--- src/swd_pkg.sv ---
package swd_pkg;

  // Backoff product: 32-bit step times 8-bit count
  localparam int unsigned TIME_W  = 32;
  localparam int unsigned CNT_W   = 8;
  localparam int unsigned PROD_W  = TIME_W + CNT_W;
  localparam logic [CNT_W-1:0] CNT_MAX = '1;

  // Event codes
  localparam logic [2:0] OP_TICK     = 3'd0;
  localparam logic [2:0] OP_REQ_SENT = 3'd1;
  localparam logic [2:0] OP_RESPONSE = 3'd2;
  localparam logic [2:0] OP_VALUE    = 3'd3;
  localparam logic [2:0] OP_CLEAR    = 3'd4;

  // Configuration register indexes
  localparam logic [2:0] CFG_REQUEST_TIMEOUT = 3'd0;
  localparam logic [2:0] CFG_MAX_UNANSWERED  = 3'd1;
  localparam logic [2:0] CFG_STALE_TIMEOUT   = 3'd2;
  localparam logic [2:0] CFG_BACKOFF_STEP    = 3'd3;
  localparam logic [2:0] CFG_BACKOFF_CAP     = 3'd4;

  typedef enum logic [2:0] {
    MODE_IDLE       = 3'd0,
    MODE_PENDING    = 3'd1,
    MODE_SUBSCRIBED = 3'd2,
    MODE_STALE      = 3'd3,
    MODE_RESYNCING  = 3'd4,
    MODE_FAILED     = 3'd5
  } mode_t;

  typedef enum logic [1:0] {
    ACT_NONE           = 2'd0,
    ACT_REQUEST        = 2'd1,
    ACT_STATUS_REQUEST = 2'd2
  } act_t;

  typedef struct packed {
    logic [TIME_W-1:0] request_timeout;
    logic [CNT_W-1:0]  max_unanswered;
    logic [TIME_W-1:0] stale_timeout;
    logic [TIME_W-1:0] backoff_step;
    logic [TIME_W-1:0] backoff_cap;
  } swd_cfg_t;

  // Watchdog state; backoff_prod tracks backoff_step * unanswered
  typedef struct packed {
    mode_t             mode;
    logic [TIME_W-1:0] sent_time;
    logic              sent_valid;
    logic [TIME_W-1:0] value_time;
    logic              value_valid;
    logic [TIME_W-1:0] resync_time;
    logic              resync_valid;
    logic [CNT_W-1:0]  unanswered;
    logic              refused;
    logic [PROD_W-1:0] backoff_prod;
  } swd_state_t;

  localparam swd_state_t STATE_CLEAR = '{
    mode:         MODE_IDLE,
    sent_time:    '0,
    sent_valid:   1'b0,
    value_time:   '0,
    value_valid:  1'b0,
    resync_time:  '0,
    resync_valid: 1'b0,
    unanswered:   '0,
    refused:      1'b0,
    backoff_prod: '0
  };

  localparam swd_cfg_t CFG_RESET = '{
    request_timeout: 32'd1000,
    max_unanswered:  8'd3,
    stale_timeout:   32'd2000,
    backoff_step:    32'd500,
    backoff_cap:     32'd5000
  };

endpackage

--- src/swd_step.sv ---
module swd_step (
  input  swd_pkg::swd_state_t  cur,
  input  swd_pkg::swd_cfg_t    cfg,
  input  logic [2:0]           op,
  input  logic [31:0]          now,
  input  logic                 accepted,
  output swd_pkg::swd_state_t  nxt,
  output swd_pkg::act_t        action
);
  import swd_pkg::*;

  logic [TIME_W-1:0] sent_elapsed;
  logic [TIME_W-1:0] value_elapsed;
  logic [TIME_W-1:0] resync_elapsed;
  logic [CNT_W-1:0]  unans_inc;
  logic [PROD_W-1:0] prod_inc;
  logic              under_backoff;

  // Modular elapsed times
  assign sent_elapsed   = now - cur.sent_time;
  assign value_elapsed  = now - cur.value_time;
  assign resync_elapsed = now - cur.resync_time;

  // Saturating count and its matching backoff product
  assign unans_inc = (cur.unanswered == CNT_MAX) ? cur.unanswered : cur.unanswered + 1'b1;
  assign prod_inc  = (cur.unanswered == CNT_MAX) ? cur.backoff_prod
                   : cur.backoff_prod + {{CNT_W{1'b0}}, cfg.backoff_step};

  // elapsed < min(product, cap)
  assign under_backoff = ({{CNT_W{1'b0}}, resync_elapsed} < cur.backoff_prod) &&
                         (resync_elapsed < cfg.backoff_cap);

  always_comb begin
    nxt    = cur;
    action = ACT_NONE;
    case (op)
      OP_TICK: begin
        unique case (cur.mode)
          MODE_IDLE: begin
            nxt.mode       = MODE_PENDING;
            nxt.sent_time  = now;
            nxt.sent_valid = 1'b1;
            action         = ACT_REQUEST;
          end
          MODE_PENDING: begin
            if (cur.sent_valid && sent_elapsed >= cfg.request_timeout) begin
              nxt.unanswered   = unans_inc;
              nxt.backoff_prod = prod_inc;
              nxt.mode         = (unans_inc >= cfg.max_unanswered) ? MODE_FAILED
                                                                   : MODE_RESYNCING;
              nxt.resync_time  = now;
              nxt.resync_valid = 1'b1;
            end
          end
          MODE_SUBSCRIBED: begin
            if (cur.value_valid && value_elapsed >= cfg.stale_timeout) begin
              nxt.mode = MODE_STALE;
            end
          end
          MODE_STALE: begin
            nxt.mode         = MODE_PENDING;
            nxt.sent_time    = now;
            nxt.sent_valid   = 1'b1;
            nxt.resync_time  = now;
            nxt.resync_valid = 1'b1;
            action           = ACT_STATUS_REQUEST;
          end
          MODE_RESYNCING: begin
            if (cur.resync_valid && !under_backoff) begin
              nxt.mode         = MODE_PENDING;
              nxt.sent_time    = now;
              nxt.sent_valid   = 1'b1;
              nxt.resync_time  = now;
              nxt.resync_valid = 1'b1;
              action           = ACT_REQUEST;
            end
          end
          MODE_FAILED: begin
            if (!cur.resync_valid || resync_elapsed >= cfg.backoff_cap) begin
              nxt.sent_time    = now;
              nxt.sent_valid   = 1'b1;
              nxt.resync_time  = now;
              nxt.resync_valid = 1'b1;
              action           = ACT_REQUEST;
            end
          end
          default: begin
            nxt = cur;
          end
        endcase
      end
      OP_REQ_SENT: begin
        nxt.sent_time  = now;
        nxt.sent_valid = 1'b1;
        if (cur.mode == MODE_IDLE || cur.mode == MODE_STALE ||
            cur.mode == MODE_RESYNCING) begin
          nxt.mode = MODE_PENDING;
        end
      end
      OP_RESPONSE: begin
        nxt.unanswered   = '0;
        nxt.backoff_prod = '0;
        nxt.refused      = !accepted;
        if (accepted) begin
          nxt.mode        = MODE_SUBSCRIBED;
          nxt.value_time  = now;
          nxt.value_valid = 1'b1;
        end else begin
          nxt.mode         = MODE_RESYNCING;
          nxt.resync_time  = now;
          nxt.resync_valid = 1'b1;
        end
      end
      OP_VALUE: begin
        nxt.value_time   = now;
        nxt.value_valid  = 1'b1;
        nxt.unanswered   = '0;
        nxt.backoff_prod = '0;
        nxt.mode         = MODE_SUBSCRIBED;
      end
      OP_CLEAR: begin
        nxt = STATE_CLEAR;
      end
      default: begin
        nxt = cur;
      end
    endcase
  end

endmodule

--- src/subscription_watchdog_fsm_core.sv ---
// Subscription watchdog core.
// Input channel: in_op, in_now, in_accepted with in_valid / in_stall. Each
// transfer is one event (tick, request sent, response, value, clear) stamped
// with a wrapping tick time.
// Output channel: out_action, out_mode_now, out_unanswered_now,
// out_refused_flag with out_valid / out_stall. Every event yields exactly one
// result: the action to take and a snapshot of the state after the event.
// An event passes the input register, then the state update lands in the
// result register. One event per cycle is sustained while out_stall is
// low; the update is a single pass of compares and one 40-bit backoff add.
// When the receiver stalls, the result register holds and one more event can
// wait in the input register; in_stall rises only when both are full.
// Configuration: cfg_we, cfg_index, cfg_data write a register.
// Write only while no event is in flight. A backoff_step write refreshes the
// stored backoff product with one multiply in that cycle.
// Reset (rst_n low, synchronous) empties both registers, sets mode idle,
// invalidates all stamps and loads the register defaults.
module subscription_watchdog_fsm_core (
  input  logic        clk,
  input  logic        rst_n,
  input  logic        in_valid,
  output logic        in_stall,
  input  logic [2:0]  in_op,
  input  logic [31:0] in_now,
  input  logic        in_accepted,
  output logic        out_valid,
  input  logic        out_stall,
  output logic [1:0]  out_action,
  output logic [2:0]  out_mode_now,
  output logic [7:0]  out_unanswered_now,
  output logic        out_refused_flag,
  input  logic        cfg_we,
  input  logic [2:0]  cfg_index,
  input  logic [31:0] cfg_data
);
  import swd_pkg::*;

  swd_cfg_t          cfg_r;
  swd_state_t        state_r;
  swd_state_t        state_nxt;
  act_t              action_nxt;

  logic              s1_valid_r;
  logic [2:0]        s1_op_r;
  logic [TIME_W-1:0] s1_now_r;
  logic              s1_acc_r;

  logic              out_valid_r;
  logic [1:0]        out_action_r;
  logic [2:0]        out_mode_r;
  logic [CNT_W-1:0]  out_unans_r;
  logic              out_refused_r;

  logic              in_fire;
  logic              s1_adv;
  logic [PROD_W-1:0] prod_cfg;

  // Handshake
  assign s1_adv   = s1_valid_r && !(out_valid_r && out_stall);
  assign in_stall = s1_valid_r && out_valid_r && out_stall;
  assign in_fire  = in_valid && !in_stall;

  // Backoff product for a new step value
  assign prod_cfg = {{CNT_W{1'b0}}, cfg_data} * {{TIME_W{1'b0}}, state_r.unanswered};

  swd_step u_step (
    .cur      (state_r),
    .cfg      (cfg_r),
    .op       (s1_op_r),
    .now      (s1_now_r),
    .accepted (s1_acc_r),
    .nxt      (state_nxt),
    .action   (action_nxt)
  );

  // Configuration registers
  always_ff @(posedge clk) begin
    if (!rst_n) begin
      cfg_r <= CFG_RESET;
    end else if (cfg_we) begin
      unique case (cfg_index)
        CFG_REQUEST_TIMEOUT: cfg_r.request_timeout <= cfg_data;
        CFG_MAX_UNANSWERED:  cfg_r.max_unanswered  <= cfg_data[CNT_W-1:0];
        CFG_STALE_TIMEOUT:   cfg_r.stale_timeout   <= cfg_data;
        CFG_BACKOFF_STEP:    cfg_r.backoff_step    <= cfg_data;
        CFG_BACKOFF_CAP:     cfg_r.backoff_cap     <= cfg_data;
        default: begin
        end
      endcase
    end
  end

  // Watchdog state: advance on each event, refresh product on step write
  always_ff @(posedge clk) begin
    if (!rst_n) begin
      state_r <= STATE_CLEAR;
    end else if (s1_adv) begin
      state_r <= state_nxt;
    end else if (cfg_we && cfg_index == CFG_BACKOFF_STEP) begin
      state_r.backoff_prod <= prod_cfg;
    end
  end

  // Input register
  always_ff @(posedge clk) begin
    if (!rst_n) begin
      s1_valid_r <= 1'b0;
    end else if (in_fire) begin
      s1_valid_r <= 1'b1;
    end else if (s1_adv) begin
      s1_valid_r <= 1'b0;
    end
  end

  always_ff @(posedge clk) begin
    if (in_fire) begin
      s1_op_r  <= in_op;
      s1_now_r <= in_now;
      s1_acc_r <= in_accepted;
    end
  end

  // Result register: hold while stalled
  always_ff @(posedge clk) begin
    if (!rst_n) begin
      out_valid_r <= 1'b0;
    end else if (s1_adv) begin
      out_valid_r <= 1'b1;
    end else if (!out_stall) begin
      out_valid_r <= 1'b0;
    end
  end

  always_ff @(posedge clk) begin
    if (s1_adv) begin
      out_action_r  <= action_nxt;
      out_mode_r    <= state_nxt.mode;
      out_unans_r   <= state_nxt.unanswered;
      out_refused_r <= state_nxt.refused;
    end
  end

  assign out_valid          = out_valid_r;
  assign out_action         = out_action_r;
  assign out_mode_now       = out_mode_r;
  assign out_unanswered_now = out_unans_r;
  assign out_refused_flag   = out_refused_r;

endmodule

--- config.mk ---
export PLATFORM = sky130hd
export DESIGN_NAME = subscription_watchdog_fsm_core
export DESIGN_NICKNAME = d
export VERILOG_FILES = /design/src/swd_pkg.sv /design/src/swd_step.sv /design/src/subscription_watchdog_fsm_core.sv
export SDC_FILE = /design/constraint.sdc
export NUM_CORES = 2
export LEC_CHECK = 0
export ABC_AREA = 1
export BUFFER_PORTS_ARGS = -buffer_cell sky130_fd_sc_hd__clkbuf_2
export CAP_MARGIN = 20
export CORE_MARGIN = 2
export CORE_UTILIZATION = 40
export DETAILED_ROUTE_END_ITERATION = 8
export GPL_ROUTABILITY_DRIVEN = 0
export GPL_TIMING_DRIVEN = 0
export HOLD_SLACK_MARGIN = 0.15
export MAX_ROUTING_LAYER = met4
export PLACE_DENSITY_LB_ADDON = 0.2
export SETUP_SLACK_MARGIN = 0.5
export SYNTH_ARGS = -nofsm -noshare
export SYNTH_HDL_FRONTEND = slang
export SYNTH_HIERARCHICAL = 1
export SYNTH_SLANG_ARGS = --single-unit
--- constraint.sdc ---
create_clock -name clk -period 12.65 [get_ports clk]
set_input_delay 2.53 -clock clk [delete_from_list [all_inputs] [get_ports clk]]
set_output_delay 2.53 -clock clk [all_outputs]
set_load 0.02 [all_outputs]
==> impl_results.md <==
- Clock transition at path regs: about 0.070 ns
- Hold-fix buffers, CTS: 0
- Critical Path RT: 13.15 ns
- Antenna viol nets, final: 0
- Area Overhead vs Synth: 9.39%
- Iteration-0 DRC Markers: 5473
- Io pins: 92
- Final design instance area without fill: 0.0400 sq mm
- Worst-path cell with the longest stage delay: buf_1
- Largest net degree at the start of global routing: 35
- Post-place instance area: around 0.039 sq mm
- # fillers: 9649
- Worst r2r src: s1_now_r[5]
- Fin Setup TNS: 0 ns
- Worst Max-Slew Pin Slew: about 1.3 ns
- CTS Buffer Depth: 3
- Synthesized cell area: about 0.037 sq mm
- Minimum clock period: between 7 and 8 ns
- First-pass GRT wire length: approximately 220000 microns
- IO Port Bufs: 90
- Pins Over Slew Limit: 0
- Hold crit path type: reg -> reg
- Drt wl/cell: roughly 21 microns
- Final #Nets: around 6500
- Post-synth top area share: 15.8%
- TritonCTS Buffers: 42
- Mapped Nets: 6323
- Register area: 0.00729 sq mm
- Worst setup SP type: input pin
- Die Area: 0.0939 sq mm
- CP bufs+invs: 7
- Maximum vdd drop: 0.0000951 V
- Most frequent cell after synthesis: nand2_1
- Crit share post-route: 59.2%
- WP data arrival: 7.99 ns
- FF-to-FF setup slack: 5.66 ns
- RSZ-0062 raised after global routing: no
- Via density: 5.53
- Outcome: finished clean
- Rel. slew slack: 15.3%
- FF-to-FF End: state_r[115]
- Initial Utilization: around two fifths
- Vert. Die Dim: 306 microns
- Worst-skew pair later-pin latency: 0.62 ns
- Postcts setup bufs: 0
- Final Skew: roughly 0.039 ns
- Initial antenna violation count: 3
- Ys async rst share: 0%
- Clock Sinks: 339
- # rows: 110
- Seq/Total Area, Yosys: 19.9%
- Leakage power: 20.6 nW
- Crit. path cell count: 25
- Leading area contributor after synthesis: dfxtp_1
- Die width: 306 microns
- EDFF count, synth: 50
- Mapped Cells: 5742
- Remaining global-route overflow: 0
- Post-synth top cells: nand2_1 (1321), inv_1 (980), nor2_1 (766), a21oi_1 (392), o21ai_0 (387)
- Max cap viols: 0
- CP dominant cell by count: nand2_1
- Synth Flop Type: dfxtp_1
- CP Capture Type: flip-flop
- Final setup vio count: 0
- DR DRC count: 0
- Core Box Area: 0.0903 sq mm
- Setup crit end: state_r[39]
- Cts repair resizes: 0
- Crit Path Max Fanout: 10
- Crit Path Class: in -> reg
- Post-layout util: approximately 44%
- #FFs+latches synth: 339
- R2R cell count: 23
- Vias: 39300
- Share of layout cells above drive strength 1: 4.50%
- Synth area leaders: dfxtp_1 (16%), nand2_1 (14%), ha_1 (11%)
- Area of the multi-input gates: 0.0245 sq mm
- Hpwl dp: 118000 microns
- TritonCTS clock tree: done
- Root Driver: clkbuf_16
- GRT Overall Usage: about a third
- Routed WL: between 150000 and 200000 microns
- Pwr Density: 108 mW/mm^2
- Count of final hold-check violations: 0
- Critical Path Start: cfg_data[6]
- Mean post-synth cell area: ~6.4 sq um
- Drt first pass iters: 9
- H-Tree Depth: 2
- Crit-path max cell delay: 0.92 ns
- Number of global-route vias before repair: 35400
- Yosys warns: 6
- Fmax: roughly 130 MHz
- Cell family with most CP delay: adder cells
- Post-synth cell types: 51
worst min-delay path by stage:
| stage | from | to | slack [ns] | cells after the start |
|---|---|---|---|---|
| 2_1_floorplan | cfg_r[68] | cfg_r[68] | 0.43 | 2 |
| 3_3_place_gp | cfg_r[73] | cfg_r[73] | 0.45 | 2 |
| 3_5_place_dp | cfg_r[74] | cfg_r[74] | 0.44 | 2 |
| 4_1_cts | cfg_r[74] | cfg_r[74] | 0.46 | 2 |
| 5_1_grt | cfg_r[74] | cfg_r[74] | 0.49 | 2 |
| 6_report | cfg_r[74] | cfg_r[74] | 0.45 | 2 |
power breakdown:
part	leakage (nW)	switching (mW)	internal, mW	total, mW
Clock	0.698	0.553	0.735	1.29
Combinational	17.0	1.20	0.573	1.78
Sequential	2.85	0.0806	1.16	1.24
Total	20.6	1.84	2.47	4.30
tightest hold or removal path: stages, from the launching register on:
cell and delay [ns]:
dfxtp_1 0.32, nand2_1 0.05, nand3_1 0.05
flip-flops by register name (all words and copies together), names as in the netlist:
register and cells:
out_valid 1, out_action 2, out_mode_now 3, out_unanswered_now 8
state_r 151, out_refused_flag 1, s1_acc_r 1, s1_now_r 32
cfg_r 136, s1_valid_r 1, s1_op_r 3
layer usage:
metal,up-vias,track usage [%],part of all wire (%)
met2,2212,43.9,39
met3,267,8.62,13
li1,18400,-,-
met1,18400,46.2,44
met5,-,-,0
met4,0,10.1,3.3
per-stage QoR:
step	setup WS [ns]	cells	power [mW]	hold slack (ns)
3_3_place_gp	4.77	7008	2.95	0.447
3_5_place_dp	4.75	7013	2.97	0.443
6_report	5.16	7096	4.30	0.455
4_1_cts	5.37	7088	4.25	0.460
5_1_grt	4.97	7093	4.54	0.487
2_1_floorplan	6.23	5742	2.41	0.429
logic make-up after synthesis:
logic type | share of synthesized area (%)
AO/OA/AOI/OAI | 15.1
XOR/XNOR | 3.26
adder cells (fa/ha/maj) | 21.1
buffers and inverters | 13.0
flip-flops | 19.9
AND/OR/NAND/NOR | 27.7
layout make-up:
cell class	instances	share of cell area, %
Multi-Input combinational cell	4168	61.3
Sequential cell	339	18.2
Inverter	990	9.29
Tap cell	1176	3.68
Clock buffer	54	2.89
Buffer	245	2.57
Timing Repair Buffer	98	1.34
Clock inverter	21	0.650
Antenna cell	5	0.0313
cells in the final DEF, fill, tap and decap left out, types with 34 or more instances in the layout:
cell type / n
nand2_1: 1321
nand4_1: 55
o21ai_1: 65
buf_2: 38
a21oi_1: 392
o22ai_1: 39
clkbuf_2: 90
dfxtp_1: 289
nand3_1: 277
clkbuf_16: 42
ha_1: 321
nor2_1: 766
o21ai_0: 386
edfxtp_1: 50
inv_1: 979
clkbuf_1: 192
xor2_1: 89
nor3_1: 34
fa_1: 184
xnor2_1: 47
Note: power is estimated with default switching activity, not from simulation.
